### config.mk
export PLATFORM = sky130hd
export DESIGN_NAME = apt_queue
export DESIGN_NICKNAME = d
export VERILOG_FILES = /design/src/hw/rtl/apt_pkg.sv /design/src/hw/rtl/apt_queue.sv
export SDC_FILE = /design/constraint.sdc
export NUM_CORES = 1
export LEC_CHECK = 0
export CORE_MARGIN = 2
export CORE_UTILIZATION = 65
export CTS_CLUSTER_DIAMETER = 120
export CTS_CLUSTER_SIZE = 8
export DETAILED_ROUTE_END_ITERATION = 16
export DONT_BUFFER_PORTS = 1
export PLACE_DENSITY = 0.87
export SETUP_SLACK_MARGIN = 0.1
export SLEW_MARGIN = 0
export SYNTH_ARGS = -nofsm -noshare
export SYNTH_HDL_FRONTEND = slang
export SYNTH_SLANG_ARGS = --single-unit
### constraint.sdc
create_clock -name clk -period 9.03 [get_ports clk]
set_clock_uncertainty 0.2 [all_clocks]
set_input_delay 0.903 -clock clk [delete_from_list [all_inputs] [get_ports clk]]
set_output_delay 0.903 -clock clk [all_outputs]
set_load 0.02 [all_outputs]
### src/hw/rtl/apt_pkg.sv
`default_nettype none

package apt_pkg;

	localparam int unsigned COORD_WIDTH   = 32;
	localparam int unsigned FRAC_BITS_DEF = 16;
	localparam int unsigned NUM_COEF      = 12;
	localparam int unsigned IDX_W         = 4;
	localparam int unsigned OP_W          = 3;
	// power of two so the pointers wrap on their own
	localparam int unsigned QUEUE_DEPTH   = 4;

	localparam int unsigned IN_DATA_W  = ((IDX_W + 4 * COORD_WIDTH + 7) / 8) * 8;
	localparam int unsigned OUT_DATA_W = ((3 * COORD_WIDTH + 7) / 8) * 8;

	localparam logic [OP_W-1:0] OP_POINT     = 3'd0;
	localparam logic [OP_W-1:0] OP_INV_POINT = 3'd1;
	localparam logic [OP_W-1:0] OP_DIR       = 3'd2;
	localparam logic [OP_W-1:0] OP_INV_DIR   = 3'd3;
	localparam logic [OP_W-1:0] OP_LOAD      = 3'd4;

	typedef enum logic [2:0] {
		KIND_POINT,
		KIND_INV_POINT,
		KIND_DIR,
		KIND_INV_DIR,
		KIND_LOAD
	} kind_t;

	typedef struct packed {
		kind_t                  kind;
		logic [IDX_W-1:0]       coef_index;
		logic [COORD_WIDTH-1:0] coef_value;
		logic [COORD_WIDTH-1:0] x;
		logic [COORD_WIDTH-1:0] y;
		logic [COORD_WIDTH-1:0] z;
	} q_entry_t;

	typedef struct packed {
		logic push;
	} q_ctrl_t;

endpackage

`default_nettype wire

### src/hw/rtl/apt_queue.sv
`default_nettype none

module apt_queue (
	input  wire logic               clk,
	input  wire logic               arst_n,
	input  wire apt_pkg::q_ctrl_t   q_ctrl,
	input  wire apt_pkg::q_entry_t  push_entry,
	output logic                    full,
	input  wire logic               pop,
	output logic                    head_valid,
	output apt_pkg::q_entry_t       head_entry
);
	import apt_pkg::*;

	localparam int unsigned PTR_W = $clog2(QUEUE_DEPTH);

	q_entry_t         mem_q [QUEUE_DEPTH];
	logic [PTR_W-1:0] wr_ptr_q;
	logic [PTR_W-1:0] rd_ptr_q;
	logic [PTR_W:0]   count_q;

	always_ff @(posedge clk or negedge arst_n) begin
		if (!arst_n) begin
			wr_ptr_q <= '0;
			rd_ptr_q <= '0;
			count_q  <= '0;
		end else begin
			if (q_ctrl.push) begin
				wr_ptr_q <= wr_ptr_q + PTR_W'(1);
			end
			if (pop) begin
				rd_ptr_q <= rd_ptr_q + PTR_W'(1);
			end
			unique case ({q_ctrl.push, pop})
				2'b10:   count_q <= count_q + (PTR_W + 1)'(1);
				2'b01:   count_q <= count_q - (PTR_W + 1)'(1);
				default: count_q <= count_q;
			endcase
		end
	end

	always_ff @(posedge clk) begin
		if (q_ctrl.push) begin
			mem_q[wr_ptr_q] <= push_entry;
		end
	end

	assign full       = count_q == (PTR_W + 1)'(QUEUE_DEPTH);
	assign head_valid = count_q != '0;
	assign head_entry = mem_q[rd_ptr_q];

	a_count_bound: assert property (@(posedge clk) disable iff (!arst_n)
		count_q <= (PTR_W + 1)'(QUEUE_DEPTH))
		else $error("queue count beyond depth");

	a_no_push_full: assert property (@(posedge clk) disable iff (!arst_n)
		q_ctrl.push |-> !full)
		else $error("request pushed into a full queue");

	a_no_pop_empty: assert property (@(posedge clk) disable iff (!arst_n)
		pop |-> head_valid)
		else $error("pop from an empty queue");

	a_count_up: assert property (@(posedge clk) disable iff (!arst_n)
		(q_ctrl.push && !pop) |=> count_q == $past(count_q) + (PTR_W + 1)'(1))
		else $error("queue count lost a push");

endmodule

`default_nettype wire

==> flow_summary_export.csv <==
group,metric,value,unit
cts,postCtsSetupBuffers,0,
cells_and_area,nets,944,
logic_synthesis,synth_cell_types,18,
critical_path,rr_worst_depth,4,
critical_path,crit_slowest_cell,"dfrtp_4",
die,initial_core_util,65.49,%
critical_path,critPathCaptureType,"output port",
cts,numCtsBuffers,78,
worst_hold_path,min_from,"pop",
sta,hold_viol,0,
worst_hold_path,min_path_type,"primary input to flip-flop",
sta,worst_hold_slack,218.2,ps
critical_path,r2r_slack,5900,ps
pwr,power,8069,uW
global_routing,grt_overflow,0,
drt,drc,0,
flow_run,drv_cap,0,
global_routing,grt_pass1_wl,56230,um
critical_path,timing.rr.start,"wr_ptr_q[1]",
die,die-area,31990,um^2
pwr,p_per_area,361.7,nW/um^2
pwr,peakVddDrop,0.2855,mV
critical_path,required,7930,ps
critical_path,path_max_fanout,55,
die,rows,64,
cts,cts_tree,"built",
drt,viasPerCell,6.628,
sta,slew_violations,0,
place,dpl.hpwl,21200,um
critical_path,worstPathArrival,3390,ps
sta,setup_ws,4540,ps
place,gp_congestion,0.7907,
cells_and_area,finish.utilization,73.50,%
cells_and_area,drive_above_1_share,28.47,%
cts,cts_max_path_buffers,3,
global_routing,antenna_found_initial,0,
critical_path,cp_num_buf_inv,1,
logic_synthesis,ys_seq_elements,547,
die,pin_count,276,
cts,h-tree-depth,3,
drt,ant_nets,0,
critical_path,critPathKind,"flip-flop to output port",
critical_path,regToRegEndpoint,"mem_q[1][3]",
sta,tightest_slew,1156,ps
sta,setup_viol,0,
logic_synthesis,syn_nets,886,
logic_synthesis,avgSynthCellArea,26.82,um^2
drt,wl_per_cell,32.06,um
logic_synthesis,ys_seq_area_share,82.46,%
sta,finalCritPeriodShare,49.72,%
global_routing,grt_pass1_vias,8707,
sta,fmax,222.7,MHz
die,die_h,178.9,um
logic_synthesis,ys_warn_count,0,
critical_path,cpPeakStageDelay,1060,ps
drt,wl,38830,um
die,coreArea,30350,um^2
worst_hold_path,min_path_cells,1,
cts,cts-root-buf,"clkbuf_16",
sta,rsz0062_at_grt,"false",
critical_path,crit_chain,"buf_4 -> mux4_2",
drt,vias,8027,
sta,relSlewSlack,22.95,%
drt,dr.pass1.iters,5,
critical_path,crit_start,"rd_ptr_q[0]",
cts,numClockSinks,547,
die,die_x,178.9,um
critical_path,start_kind,"flip-flop",
logic_synthesis,syn_inst,741,
global_routing,grt_util_all_layers,24.78,%
cts,clk_pin_slew,50,ps
logic_synthesis,netlist_area,19880,um^2
critical_path,cp_top_family,"flip-flops",
sta,fin_tns_setup,0,ps
cts,cts_resized,0,
place,pre_cts_ws,4996,ps
status,status,"complete, no violations",
cells_and_area,diodes,0,
cts,worstSkewPairLatency,560,ps
pwr,p_leak,0.007084,uW
place,portBuffers,0,
drt,drt_iter0_markers,862,
cells_and_area,syn2layout_area_growth,12.23,%
cells_and_area,layout_commonest_cell,"edfxtp_1",
cts,cts_hold_buf,1,
sta,period_needed,4490,ps
global_routing,grt_max_degree,81,
worst_hold_path,hold_end,"rd_ptr_q[0]",
cells_and_area,mostFrequentLayoutCells,"edfxtp_1, mux4_2, clkbuf_16",
[power breakdown]
| group | switching, uW | internal, uW |
|---|---|---|
| registers | 250 | 3340 |
| clock network | 954 | 1550 |
| logic | 1270 | 697 |
[worst reg2reg max path: stages, from the launching register on]
cell	delay, ps
dfrtp_1	410
inv_1	120
ha_1	170
and2_4	730
buf_4	990
[metrics by stage]
stage | std cells | area, um^2
after CTS | 1211 | 22310
after global placement | 1114 | 20220
after detailed placement | 1114 | 20220
after global routing | 1211 | 22310
after floorplan | 741 | 19880
final | 1211 | 22310
[flip-flops by register name, indices dropped and copies added (netlist names)]
signal,cells
count_q,3
rd_ptr_q,2
mem_q,540
wr_ptr_q,2
[kinds of logic after synthesis]
family,synth area share (%)
flops,82.46
mux,15.35
buf+inv,1.240
simple gates,0.2455
xor+xnor,0.2644
fa+ha+maj,0.4155
compound gates,0.02516
[worst max-delay path by stage]
stage,cells after the start,slack [ps],to
final,2,4540,head_entry[54]
after CTS,2,4360,head_entry[54]
after floorplan,1,4330,mem_q[0][0]
after global routing,2,4190,head_entry[132]
after global placement,2,5100,head_entry[67]
after detailed placement,2,5000,head_entry[72]
[cell usage after synthesis]
master    count  share of area [%]
edfxtp_1    540                 82
mux4_2      135                 15
buf_2        14               0.35
buf_6         9               0.51
buf_4         7               0.26
dfrtp_1       7               0.88
inv_1         6               0.11
ha_1          5               0.31
and2_1        4               0.13
xor2_1        4               0.18
nand2_1       2              0.038
xnor2_1       2              0.088
and3_1        1              0.031
fa_1          1               0.10
mux2i_1       1              0.050
nor2_1        1              0.019
o21ai_0       1              0.025
or3_1         1              0.031
[routing by layer]
metal	vias to the layer above	wire length, um	share of wire, %	global-route usage (%)
met2	444	20170	52	41.12
li1	3288	-	-	-
met1	4224	13340	34	29.54
met3	71	4304	11	10.28
met4	0	1013	2.6	8.469
met5	-	0	0	0
[cell type report]
type / instances / area [um^2]
flip-flops and latches: 547 / 16400
clock inverters: 5 / 57.56
inverters: 6 / 22.52
clock buffers: 91 / 2022
fillers: 1507 / 8041
multi-input cells: 158 / 3249
repair buffers: 8 / 62.56
well taps: 396 / 495.5
Note: power is estimated with default switching activity, not from simulation.
